### config.mk
export PLATFORM = sky130hd
export DESIGN_NAME = hjc_ram
export DESIGN_NICKNAME = d
export VERILOG_FILES = /design/src/hjc_ram.sv
export SDC_FILE = /design/constraint.sdc
export NUM_CORES = 1
export LEC_CHECK = 0
export BUFFER_PORTS_ARGS = -buffer_cell sky130_fd_sc_hd__buf_2
export CAP_MARGIN = 5
export CORE_ASPECT_RATIO = 1.1
export CORE_MARGIN = 2
export CORE_UTILIZATION = 38
export CTS_CLUSTER_SIZE = 20
export DETAILED_ROUTE_END_ITERATION = 8
export HOLD_SLACK_MARGIN = 0.15
export PLACE_DENSITY = 0.6
export SLEW_MARGIN = 20
export SYNTH_ARGS = -nofsm -noshare
export SYNTH_HDL_FRONTEND = slang
export SYNTH_SLANG_ARGS = --single-unit
export TNS_END_PERCENT = 10
### constraint.sdc
create_clock -name clock -period 3.35 [get_ports clock]
set_clock_uncertainty 0.1 [all_clocks]
set_input_delay 0.1675 -clock clock [delete_from_list [all_inputs] [get_ports clock]]
set_output_delay 0.1675 -clock clock [all_outputs]
set_load 0.02 [all_outputs]
### src/hjc_ram.sv
`timescale 1ns / 1ps
// Generic single-port synchronous RAM with a registered read.
// No dependencies.
module hjc_ram #(
   parameter int WIDTH = 8,
   parameter int DEPTH = 16
) (
   input  logic                     clock,
   input  logic                     we,
   input  logic [$clog2(DEPTH)-1:0] addr,
   input  logic [WIDTH-1:0]         wdata,
   output logic [WIDTH-1:0]         rdata
);

   logic [WIDTH-1:0] mem_ff [DEPTH];
   logic [WIDTH-1:0] rdata_ff;

   always_ff @(posedge clock) begin
      if (we) begin
         mem_ff[addr] <= wdata;
      end
      rdata_ff <= mem_ff[addr];
   end

   assign rdata = rdata_ff;

endmodule

# Yosys cells after proc, flatten, opt, wreduce, memory -nomap -nowiden
# Memory sizes are Yosys's and may differ from the RTL's. A register that Yosys moved wholly into a read port is not among the register bits.
# Cells that the tools add are included.
# op_classes
n_mux	2
# ops
op	n
1-bit two-way mux	2
# totals
regBits	0
inputBits	14
output_inout_bits	8
ram_bits	128
n_memories	1
word_cells	3
# mem_list
memory	words	word_bits	rd	rd_ports_with_merged_regs	wr	line	rtl
mem_ff	16	8	1	1	1	15	logic [WIDTH-1:0] mem_ff [DEPTH];

# Depth between registers and ports, before layout
# depth
depth_word	2
mapped_depth	5
depth_no_buf	3

# Worst setup path before layout
# No wires, ideal clock.
# synth_timing
kind	input to register
from	input port addr[2]
to	memory mem_ff[0][0] (enable)
arrival_time_ps	1277
n_path_buf	0
setup_slack_ps	1589
required_ps	2867
setup_ps	383
path_stages	2
path_cell_list	or3b_2 > nor3_1
# synth_lines
item	line	rtl
start: declaration	10	input logic [$clog2(DEPTH)-1:0] addr,
end: declaration	15	
# No word-level cell before the write port.

==> metrics.txt <==
Max Cap Violations 0; slowest CP cell buf_2; Final setup viols 0; Rows 44; nets@finish 298; Placed Area 5440 um2; Port-buffer cells 21; Die Y ~130 um; first-pass GRT wire length around 15 mm; adder-cell area share of the yosys netlist 0%; critical path arrival approximately 2100 ps; Syn. warnings 0; Rel. slew slack 41.6%; post-route cell area between 6000 and 7000 um2; post-DP HPWL between 6 and 7 mm; Post-Place Cells between 400 and 500; Worst Path Required about 3500 ps; setup slack, reg-to-reg 1880 ps; largest fanout on the critical path 26; H-Tree Level Count 4; fin crit period 1870 ps; worst r2r dst rdata[7]; critical path cell sequence buf_2 -> buf_4 -> mux4_2 -> a22oi_1 -> nand2_1; Hold Fails Final Rpt 0; Worst Tran Pin Value approximately 870 ps; Pleak 2.06 nW; Post-Synth Simple-Gate Area 3.21%; synthesized flop and latch total around 140; CP startpoint addr[0]; Routed WL between 9 and 10 mm; mux share of post-synthesis cell area 14.2%; area share of xor/xnor cells in the synthesized design 0%; Fillers 1107; post-synthesis compound-gate area fraction 2.37%; outcome finished, final reports clean; worst-skew pair later-pin latency roughly 410 ps; Setup crit end rdata[5]; core area about 13000 um2; Synth Area per Inst roughly 22 um2; die width between 100 and 150 um; clock tree sinks 136; Initial Utilization between 30% and 40%; Die ar. between 10000 and 15000 um2; main combinational cell family by area after synthesis multiplexers; fin. max-slew vios 0; FMAX 534 MHz; pwr dens about 670 nW/um2; Post-DRT Antenna Nets 0; diodes inserted 0; Initial DRT Pass Iterations 4; Max clock buf depth 2; Post-Syn Instances 230; worst setup margin 1480 ps; Wirelength per Cell approximately 21 um; R2R cell count 3; initial antenna violation count 0; clk root buf clkbuf_16; worst vdd ir 0.000320 V; Final TNS setup 0 ps; post-cts gate resize count 0; Yosys cell types 18; total grt overflow 0; Final Cycle Share about 56%; DRC violations left 0; Final Power between 4 and 5 mW; P&R area growth vs syn 22.2%; Max stage delay on crit path 640 ps; most frequent cells in the layout edfxtp_1 (128), mux4_2 (32), buf_2 (21), clkbuf_16 (17), buf_4 (17); RSZ-0062 raised after global routing no; proportion of layout cells with a drive suffix above 1 between 30% and 40%; Setup CP Type primary input to flip-flop; GR Util All Layers 14.9%; gpl congestion about 0.73; reg2reg start mem_ff[3][7]; Setup crit end kind flip-flop; CTS tree built; io pins 22; Syn Nets 244; initial detailed-routing violation count 248; CP startpoint kind primary input; vias per cell 5.24; Cell Area, Synth about 5000 um2; Hold Crit Class primary input to flip-flop; Crit path max-delay family buffers and inverters; WP buf/inv 2; via count ~2400; commonest non-fill, non-tap cell in the layout edfxtp_1; sequential fraction of the synthesis area between 70 and 80%; clock transition at the registers of the reported paths about 50 ps; total CTS buffers 17; number of global-route vias before repair 2627; pre-CTS WS 1020 ps; largest net degree at the start of global routing 27; Layout Cells excl Fill 458; Levels on crit path 5
## worst register-to-register path, stage by stage (launching register included)
cell and delay [ps]:
edfxtp_1 370, mux4_2 480, a22oi_1 320, nand2_1 80
## stage by stage
step                      util [%]  hold WS (ps)
after detailed placement      41.5           459
after floorplan                  -           166
after global placement        41.5           458
final                         47.2           286
after CTS                     47.2           276
after global routing          47.2           315
## cell usage after synthesis
library cell | count | area [um2]
buf_6 | 2 | 22.5
clkbuf_1 | 2 | 7.51
a22oi_1 | 16 | 120
nand2_1 | 9 | 33.8
nand3b_1 | 2 | 15.0
nor2b_1 | 2 | 12.5
nand3_1 | 1 | 5.00
dfxtp_1 | 8 | 160
edfxtp_1 | 128 | 3840
mux4_2 | 32 | 721
buf_2 | 2 | 10.0
or3b_2 | 1 | 8.76
nor3_1 | 4 | 20.0
nor2_1 | 13 | 48.8
buf_1 | 4 | 15.0
clkbuf_2 | 1 | 5.00
and2_1 | 1 | 6.26
nand2b_1 | 2 | 12.5
## metal layers
layer / vias up / GRT usage (%) / routed length (um)
met5: - / 0 / 0
met4: 0 / 5.60 / 157
met3: 13 / 3.68 / 434
met2: 51 / 24.7 / 5090
met1: 1262 / 19.0 / 4030
li1: 1076 / - / -
## worst min-delay path by stage
stage             start       endpoint  slack [ps]  depth (start not counted)
3_5_place_dp   wdata[0]  mem_ff[11][0]         460                          1
4_1_cts              we   mem_ff[4][0]         280                          3
6_report             we   mem_ff[4][0]         290                          3
2_1_floorplan  wdata[0]   mem_ff[0][0]         170                          0
3_3_place_gp   wdata[0]  mem_ff[11][0]         460                          1
5_1_grt              we   mem_ff[8][4]         310                          3
## power breakdown
group / internal (mW) / switching (mW) / leakage (nW)
Combinational: 0.0783 / 0.113 / 0.518
Clock: 1.41 / 0.658 / 0.320
Sequential: 1.90 / 0.00954 / 1.22
## logic make-up (layout without fill, tap and decap cells)
kind of cell	Yosys count	after routing
DFF	136	136
and+or+nand+nor	35	35
muxes	32	32
AOI/OAI and AO/OA	16	16
buffers and inverters	11	78
## layout make-up
type | count | area, um2 | area share, %
Timing Repair Buffer | 46 | 313 | 5.05
Tap cell | 161 | 201 | 3.25
Multi-Input combinational cell | 83 | 1000 | 16.2
Clock inverter | 12 | 223 | 3.60
Sequential cell | 136 | 4000 | 64.7
Clock buffer | 20 | 447 | 7.22
## flip-flops by register name, indices dropped and copies added (netlist names)
register  flops
mem_ff      128
rdata         8
## what timing repair did
| action | CTS | global route |
|---|---|---|
| hold endpoints to repair | 128 | 0 |
| buffers inserted | 0 | 0 |
| hold buffers | 8 | 0 |
(Power assumes the default switching activity.)
