$ cat src/hjc_pkg.sv
`timescale 1ns / 1ps
// Shared types and constants of the hash-join count/probe core.
// No dependencies; imported by hjc_mix, the core and the testbench.
package hjc_pkg;

   localparam int TABLE_DEPTH = 1024;
   localparam int IDX_W       = $clog2(TABLE_DEPTH);
   localparam int DEPTH_W     = $clog2(TABLE_DEPTH + 1);

   localparam logic [63:0] MIX_C1   = 64'hbf58476d1ce4e5b9;
   localparam logic [63:0] MIX_C2   = 64'h94d049bb133111eb;
   localparam logic [63:0] GOLDEN64 = 64'h9e3779b97f4a7c15;
   localparam logic [31:0] GOLDEN32 = 32'h9E3779B1;
   localparam logic [31:0] COUNT_MAX = 32'hFFFFFFFF;

   localparam logic [1:0] OP_BUILD     = 2'd0;
   localparam logic [1:0] OP_PROBE     = 2'd1;
   localparam logic [1:0] OP_CLEAR     = 2'd2;
   localparam logic [1:0] OP_CLEAR_ALL = 2'd3;

   localparam logic [1:0] STAT_OK   = 2'd0;
   localparam logic [1:0] STAT_FULL = 2'd1;
   localparam logic [1:0] STAT_SAT  = 2'd2;

   typedef struct packed {
      logic [1:0]  opcode;
      logic [63:0] join_key;
   } req_type;

   typedef struct packed {
      logic [63:0] match_total;
      logic [63:0] checksum_a;
      logic [63:0] checksum_b;
      logic [31:0] multiplicity;
      logic [1:0]  status;
   } rsp_type;

   typedef struct packed {
      logic        valid;
      logic [63:0] key;
      logic [31:0] count;
   } entry_type;

   localparam int ENTRY_W = $bits(entry_type);

   typedef enum logic [2:0] {
      ST_CLEAR,
      ST_IDLE,
      ST_HASH,
      ST_HOME,
      ST_READ,
      ST_CHECK,
      ST_MIX,
      ST_FINISH
   } state_type;

endpackage

$ cat src/hjc_mix.sv
`timescale 1ns / 1ps
// Checksum unit: splitmix64 of a key and of the key xor the golden constant,
// each times a count, on one shared 32x32 multiplier. Depends on hjc_pkg.
module hjc_mix (
   input  logic        clock,
   input  logic        reset,
   input  logic        start,
   input  logic [63:0] key,
   input  logic [31:0] mult,
   output logic        busy,
   output logic        done,
   output logic [63:0] sum_a,
   output logic [63:0] sum_b
);
   import hjc_pkg::*;

   logic        busy_ff, busy_in;
   logic        done_ff, done_in;
   logic        lane_ff, lane_in;
   logic [1:0]  stage_ff, stage_in;
   logic [1:0]  phase_ff, phase_in;
   logic [63:0] key_ff, key_in;
   logic [31:0] mult_ff, mult_in;
   logic [63:0] x_ff, x_in;
   logic [63:0] a_ff, a_in;
   logic [63:0] b_ff, b_in;
   logic [63:0] acc_ff, acc_in;
   logic [63:0] res_a_ff, res_a_in;
   logic [63:0] res_b_ff, res_b_in;

   logic [63:0] pre;
   logic [63:0] b_sel;
   logic [31:0] op_x, op_y;
   logic [63:0] prod;
   logic [63:0] product_done;

   always_comb begin
      unique case (stage_ff)
         2'd0:    pre = x_ff ^ (x_ff >> 30);
         2'd1:    pre = x_ff ^ (x_ff >> 27);
         default: pre = x_ff ^ (x_ff >> 31);
      endcase
      unique case (stage_ff)
         2'd0:    b_sel = MIX_C1;
         2'd1:    b_sel = MIX_C2;
         default: b_sel = {32'd0, mult_ff};
      endcase
      // The low 64 bits of a 64x64 product take three partial products.
      op_x = (phase_ff == 2'd3) ? a_ff[63:32] : a_ff[31:0];
      op_y = (phase_ff == 2'd2) ? b_ff[63:32] : b_ff[31:0];
      prod = {32'd0, op_x} * {32'd0, op_y};
      product_done = {acc_ff[63:32] + prod[31:0], acc_ff[31:0]};
   end

   always_comb begin
      busy_in  = busy_ff;
      done_in  = 1'b0;
      lane_in  = lane_ff;
      stage_in = stage_ff;
      phase_in = phase_ff;
      key_in   = key_ff;
      mult_in  = mult_ff;
      x_in     = x_ff;
      a_in     = a_ff;
      b_in     = b_ff;
      acc_in   = acc_ff;
      res_a_in = res_a_ff;
      res_b_in = res_b_ff;
      if (start) begin
         busy_in  = 1'b1;
         key_in   = key;
         mult_in  = mult;
         x_in     = key + GOLDEN64;
         lane_in  = 1'b0;
         stage_in = 2'd0;
         phase_in = 2'd0;
      end else if (busy_ff) begin
         unique case (phase_ff)
            2'd0: begin
               a_in     = pre;
               b_in     = b_sel;
               phase_in = 2'd1;
            end
            2'd1: begin
               acc_in   = prod;
               phase_in = 2'd2;
            end
            2'd2: begin
               acc_in   = {acc_ff[63:32] + prod[31:0], acc_ff[31:0]};
               phase_in = 2'd3;
            end
            default: begin
               phase_in = 2'd0;
               if (stage_ff == 2'd2) begin
                  stage_in = 2'd0;
                  if (!lane_ff) begin
                     res_a_in = product_done;
                     x_in     = (key_ff ^ GOLDEN64) + GOLDEN64;
                     lane_in  = 1'b1;
                  end else begin
                     res_b_in = product_done;
                     busy_in  = 1'b0;
                     done_in  = 1'b1;
                  end
               end else begin
                  x_in     = product_done;
                  stage_in = stage_ff + 2'd1;
               end
            end
         endcase
      end
   end

   always_ff @(posedge clock) begin
      if (reset) begin
         busy_ff  <= 1'b0;
         done_ff  <= 1'b0;
         lane_ff  <= 1'b0;
         stage_ff <= 2'd0;
         phase_ff <= 2'd0;
      end else begin
         busy_ff  <= busy_in;
         done_ff  <= done_in;
         lane_ff  <= lane_in;
         stage_ff <= stage_in;
         phase_ff <= phase_in;
      end
      key_ff   <= key_in;
      mult_ff  <= mult_in;
      x_ff     <= x_in;
      a_ff     <= a_in;
      b_ff     <= b_in;
      acc_ff   <= acc_in;
      res_a_ff <= res_a_in;
      res_b_ff <= res_b_in;
   end

   assign busy  = busy_ff;
   assign done  = done_ff;
   assign sum_a = res_a_ff;
   assign sum_b = res_b_ff;

endmodule

$ cat config.mk
export PLATFORM = sky130hd
export DESIGN_NAME = hjc_mix
export DESIGN_NICKNAME = d
export VERILOG_FILES = /design/src/hjc_pkg.sv /design/src/hjc_mix.sv
export SDC_FILE = /design/constraint.sdc
export NUM_CORES = 2
export LEC_CHECK = 0
export ABC_CLOCK_PERIOD_IN_PS = 12500
export BUFFER_PORTS_ARGS = -buffer_cell sky130_fd_sc_hd__buf_2
export CAP_MARGIN = 30
export CELL_PAD_IN_SITES_DETAIL_PLACEMENT = 1
export CELL_PAD_IN_SITES_GLOBAL_PLACEMENT = 2
export CORE_MARGIN = 2
export CORE_UTILIZATION = 42
export CTS_BUF_LIST = sky130_fd_sc_hd__clkbuf_16
export CTS_CLUSTER_SIZE = 30
export DETAILED_ROUTE_END_ITERATION = 6
export PLACE_DENSITY = 0.88
export SLEW_MARGIN = 30
export SYNTH_ARGS = -nofsm -noshare
export SYNTH_HDL_FRONTEND = slang
export SYNTH_SLANG_ARGS = --single-unit
export TNS_END_PERCENT = 5
$ cat constraint.sdc
create_clock -name clock -period 12.5 [get_ports clock]
set_clock_uncertainty 0.2 [all_clocks]
set_input_delay 2.5 -clock clock [delete_from_list [all_inputs] [get_ports clock]]
set_output_delay 2.5 -clock clock [all_outputs]
set_load 0.01 [all_outputs]
[Word level (Yosys, flattened, before mapping)]
Cells that the tools add are included.
Storage, ports and cells
  output and inout bits: 130
  register bits: 487
  bits of input ports: 99
  logic and storage cells: 69
Cells by class
  multipliers: 1
  bitwise operators: 10
  muxes and demuxes: 18
  equality and inequality tests: 7
  reduce and logical (&&, ||, !) cells: 15
  add/subtract/negate cells: 4
Operators by type and width (count)
  $pmux W64 S2: 3
  $mux W64: 5
  $add A64 B64 Y64 const B: 2
  $mul A32 B32 Y64: 1
  $mux W32: 2
  $xor A64 B33 Y64: 1
  $xor A64 B34 Y64: 1
  $xor A64 B37 Y64: 1
  $not A38 Y38: 1
  $add A32 B32 Y32: 1
  $reduce_and A3 Y1: 4
  $reduce_and A5 Y1: 2
  $reduce_or A7 Y1: 1
  $eq A2 B2 Y1 const B: 3
  $mux W1: 6
  $not A1 Y1: 6
  $pmux W2 S3: 1
  $eq A2 B1 Y1 const B: 2
  $logic_not A2 Y1: 2
  $reduce_and A4 Y1: 1
  $reduce_bool A2 Y1: 2
  $ne A3 B3 Y1 const B: 1
  $reduce_or A3 Y1: 1
  $add A2 B1 Y2 const B: 1
  other kinds (4): 4

[Longest topological paths before layout]
  depth after elaboration: 8
  depth in mapped cells: 43
  gate-level depth less buffers: 38

[Worst setup path before layout]
Ideal clock, no wire load.
  path kind: reg2reg
  start point: register phase_ff[0]
  end point: register x_ff[59] (data pin)
  setup time: 0.261 ns
  data required time: 12.039 ns
  buffers on the path: 5
  period minus slack after synthesis: 10.075 ns
  arrival: 9.615 ns
  path slack: 2.425 ns
  cell stages (with the launch flop): 36
  path through: dfxtp_1 -> ha_1 -> clkbuf_1 -> buf_1 -> buf_1 -> mux2i_1 -> clkbuf_1 -> nor2_1 -> fa_1 -> inv_1 -> fa_1 -> fa_1 -> fa_1 -> inv_1 -> fa_1 -> inv_1 -> fa_1 -> inv_1 -> fa_1 -> fa_1 -> ha_1 -> clkbuf_1 -> a21oi_1 -> nor2b_1 -> a211o_1 -> a221oi_2 -> xnor2_1 -> ha_1 -> and2_1 -> a21oi_1 -> o31ai_1 -> or2_2 -> a21bo_2 -> a21oi_1 -> xnor2_1 -> a221o_1
On the way
  longest elaborated chain between the ends: 8
  elaborated cells between the ends (all ways): 10
  those cells by class: add/sub: 1; mul: 1; eq/ne: 2; mux: 6
Ends and longest elaborated chain
  start: declaration: line hjc_mix.sv:21  | logic [1:0] phase_ff, phase_in;
  start signal: assignment: line hjc_mix.sv:126  | phase_ff <= phase_in;
  $eq A2 B2 Y1, on equally long branches: line hjc_mix.sv:49, hjc_mix.sv:50
  $mux W32, on equally long branches: line hjc_mix.sv:49, hjc_mix.sv:50
  $mul A32 B32 Y64 (*): line hjc_mix.sv:51  | prod = {32'd0, op_x} * {32'd0, op_y};
  $add A32 B32 Y32 (*): line hjc_mix.sv:52  | product_done = {acc_ff[63:32] + prod[31:0], acc_ff[31:0]};
  net product_done[59]: line hjc_mix.sv:35  | logic [63:0] product_done;
  $mux W64 (*): line hjc_mix.sv:94  | if (stage_ff == 2'd2) begin
  $mux W64 (*): line hjc_mix.sv:78  | unique case (phase_ff)
  $mux W64 (*): line hjc_mix.sv:77  | end else if (busy_ff) begin
  $mux W64 (*): line hjc_mix.sv:69  | if (start) begin
  net x_in[59]: line hjc_mix.sv:24  | logic [63:0] x_ff, x_in;
  end signal: assignment: line hjc_mix.sv:130  | x_ff <= x_in;
  end: declaration: line hjc_mix.sv:24
The timed path passes the listed nets; every way through them passes the cells marked *. The select of a mux whose other input is x is not followed.
A chain may end at the register's enable or synchronous reset.

[Worst setup path in the final report]
  start point: register phase_ff[0]
  end point: register x_ff[62] (data pin)
On the way
  longest elaborated chain between the ends: 8
  elaborated cells between the ends (all ways): 10
  those cells by class: add/sub: 1; mul: 1; eq/ne: 2; mux: 6
Ends and longest elaborated chain (line)
  $eq A2 B2 Y1, on equally long branches: hjc_mix.sv:49, hjc_mix.sv:50
  $mux W32, on equally long branches: hjc_mix.sv:49, hjc_mix.sv:50
  $mul A32 B32 Y64 (*): hjc_mix.sv:51
  $add A32 B32 Y32 (*): hjc_mix.sv:52
  $mux W64 (*): hjc_mix.sv:94
  $mux W64 (*): hjc_mix.sv:78
  $mux W64 (*): hjc_mix.sv:77
  $mux W64 (*): hjc_mix.sv:69
  net x_in[62]: hjc_mix.sv:24
Marked as above.

==> impl_metrics.env <==
export IMPL_syn_inst=5512
export IMPL_start_util_pct=42.4
export IMPL_cts_tree="yes"
export IMPL_clkLatencyLatePin_ns=0.68
export IMPL_synthArstFlopShare_pct=0
export IMPL_n_fill_cell=14400
export IMPL_required_ns=12.62
export IMPL_cap_violations=0
export IMPL_slew_headroom_pct=26.7
export IMPL_drive_gt1_share_pct=9.12
export IMPL_critPathKind="register to register"
export IMPL_syn_num_nets=6811
export IMPL_finalHoldViolCount=0
export IMPL_utilization_pct=46.3
export IMPL_core_area_um2=128000
export IMPL_clock_path_buffers=3
export IMPL_wl_per_cell_um=27.8
export IMPL_layout_setup_ws_ns=0.706
export IMPL_ctsHoldBuffers=0
export IMPL_io_pins=229
export IMPL_die_area_um2=132000
export IMPL_wl_um=204000
export IMPL_grt_pass1_vias=45100
export IMPL_yosys_register_bits=458
export IMPL_synth_xor_xnor_area_share_pct=3.81
export IMPL_grt_util_all_layers_pct=31.2
export IMPL_syn_area_um2=54200
export IMPL_setup_violations=0
export IMPL_worstMarginPinSlew_ns=1.09
export IMPL_grt_max_degree=75
export IMPL_clk_pin_slew_worst_paths_ns=0.07
export IMPL_dieHeight_um=363
export IMPL_dr_pass1_iters=6
export IMPL_layout_common_cells="900 x inv_1, 897 x fa_1, 851 x nand2_1"
export IMPL_layout_commonest_cell="inv_1"
export IMPL_via_per_inst=5.71
export IMPL_gr_total_overflow=0
export IMPL_cts_sinks=458
export IMPL_min_period_over_period_pct=94.4
export IMPL_ys_types=72
export IMPL_cts_resized_gates=0
export IMPL_finalNetCount=6936
export IMPL_synth_mux_area_share_pct=2.15
export IMPL_slowest_delay_ns=0.65
export IMPL_antenna_found_initial=11
export IMPL_synth_top_family_by_area="adder cells"
export IMPL_hp_class="register to register"
export IMPL_io_buffers=228
export IMPL_drtIter0Drc=3830
export IMPL_area_delta_synth_final_pct=9.19
export IMPL_synthSimpleGateAreaFrac_pct=13.1
export IMPL_synth_flop_cell="edfxtp_1"
export IMPL_status="completed"
export IMPL_rsz0062_at_grt="no"
export IMPL_yosys_area_share_adder_pct=40.1
export IMPL_synth_edf_count=451
export IMPL_startpoint_type="register"
export IMPL_cts_buffers=49
export IMPL_grt_pass1_wl_um=300000
export IMPL_fin_tns_setup_ns=0
export IMPL_maxSlewViolCount=0
export IMPL_postCtsSetupBuffers=0
export IMPL_core_rowCount=131
export IMPL_fmax_mhz=84.8
export IMPL_place_detailed_hpwl_um=166000
export IMPL_layout_min_cycle_time_ns=11.79
export IMPL_cp_max_fo=53
export IMPL_ys_seq_area_share_pct=25.2
export IMPL_dp_slack_ns=0.880
export IMPL_drc=0
export IMPL_register_area_um2=13700
export IMPL_cp_end_kind="register"
export IMPL_multi_input_area_um2=36400
export IMPL_synth_compound_area_share_pct=7.51
export IMPL_syn_area_per_cell_um2=9.84
export IMPL_clock_tree_root_cell="clkbuf_16"
export IMPL_cp_common_cell="fa_1"
export IMPL_htreeDepth=2
export IMPL_cpMaxStageDelayCell="ha_2"
export IMPL_arrival_ns=11.92
export IMPL_dr_total_vias=41800
export IMPL_die_w_um=363
export IMPL_gp_congestion=0.962
export IMPL_ys_warn_count=0
export IMPL_ant_nets=0
[sequential cells by signal, indices dropped and copies added (netlist names), 2 cells and up]
name and flops:
key_ff 64, acc_ff 64, a_ff 64, mult_ff 32, sum_a 64, stage_ff 2
x_ff 64, phase_ff 2, sum_b 64, b_ff 35
[worst max-delay path: cells and delay by family (launching register included)]
| kind | cells | cell delay, ns |
|---|---|---|
| xor+xnor | 2 | 0.67 |
| flops | 1 | 0.38 |
| buf+inv | 6 | 1.53 |
| simple gates | 3 | 0.77 |
| fa+ha+maj | 11 | 5.26 |
| compound gates | 12 | 2.54 |
[through the flow]
| step | cells | hold slack (ns) | cell area [um^2] |
|---|---|---|---|
| floorplan | 5512 | 0.236 | 54200 |
| global placement | 7247 | 0.299 | 57500 |
| detailed placement | 7247 | 0.316 | 57600 |
| CTS | 7332 | 0.297 | 59100 |
| global route | 7333 | 0.329 | 59200 |
| finish | 7335 | 0.314 | 59200 |
[final timing paths]
kind,startpoint,to,slack (ns),cells past startpoint
setup / recovery,phase_ff[0],x_ff[62],0.71,34
hold / removal,mult_ff[24],b_ff[24],0.31,2
setup reg to reg,phase_ff[0],x_ff[62],0.71,34
hold reg to reg,mult_ff[24],b_ff[24],0.31,2
[per-layer routing]
layer	vias to the layer above	wire, um	part of all wire, %	track usage [%]
met5	-	67	0.033	0
met4	10	9950	4.9	12.7
met3	381	15300	7.5	5.04
met2	1675	93900	46	49.8
met1	22100	85000	42	42.5
li1	17700	-	-	-
[final cells by class]
cell class	count	share of cell area, %
tap	1662	3.51
timing repair buffer	345	3.46
inverter	895	5.68
clock buffer	49	2.07
clock inverter	36	0.573
multi-input combinational	3888	61.6
antenna	2	0.00846
sequential	458	23.1
[Yosys cell counts, drive strengths merged (5+ instances only)]
cell type  number  share of area (%)
fa            897                 33
inv           895                6.2
nand2         852                5.9
nor2          527                3.6
edfxtp        451                 25
ha            303                7.0
clkbuf        238                1.6
a21oi         188                1.7
o21ai         160                1.5
xor2          122                2.0
xnor2         114                1.8
a21o           93                1.3
mux2i          76                1.4
and2           56               0.65
nand3          53               0.49
nand4          38               0.44
mux2           36               0.75
nor2b          34               0.39
a211oi         33               0.48
buf            33               0.23
nor3           33               0.30
and3           31               0.36
nand2b         26               0.30
a31oi          25               0.29
o21bai         19               0.26
o21a           13               0.18
o31ai          13               0.18
or3            13               0.15
a21boi         10               0.14
a22oi          10               0.14
o221ai         10               0.16
nor4            9               0.12
o211ai          9               0.12
or2             8              0.092
dfxtp           7               0.26
a41oi           6              0.097
a211o           5              0.081
a221o           5              0.092
a221oi          5               0.10
o41ai           5              0.095
[logic make-up after synthesis]
kind of cell	Yosys count
DFF	458
xor gates and xnor gates	236
muxes	112
buffers and inverters	1166
adders and majority gates	1200
AOI/OAI and AO/OA	643
and+or+nand+nor	1697
Power is not shown: default switching activity piles up to over one toggle a cycle in this logic, so the estimate is an artifact.
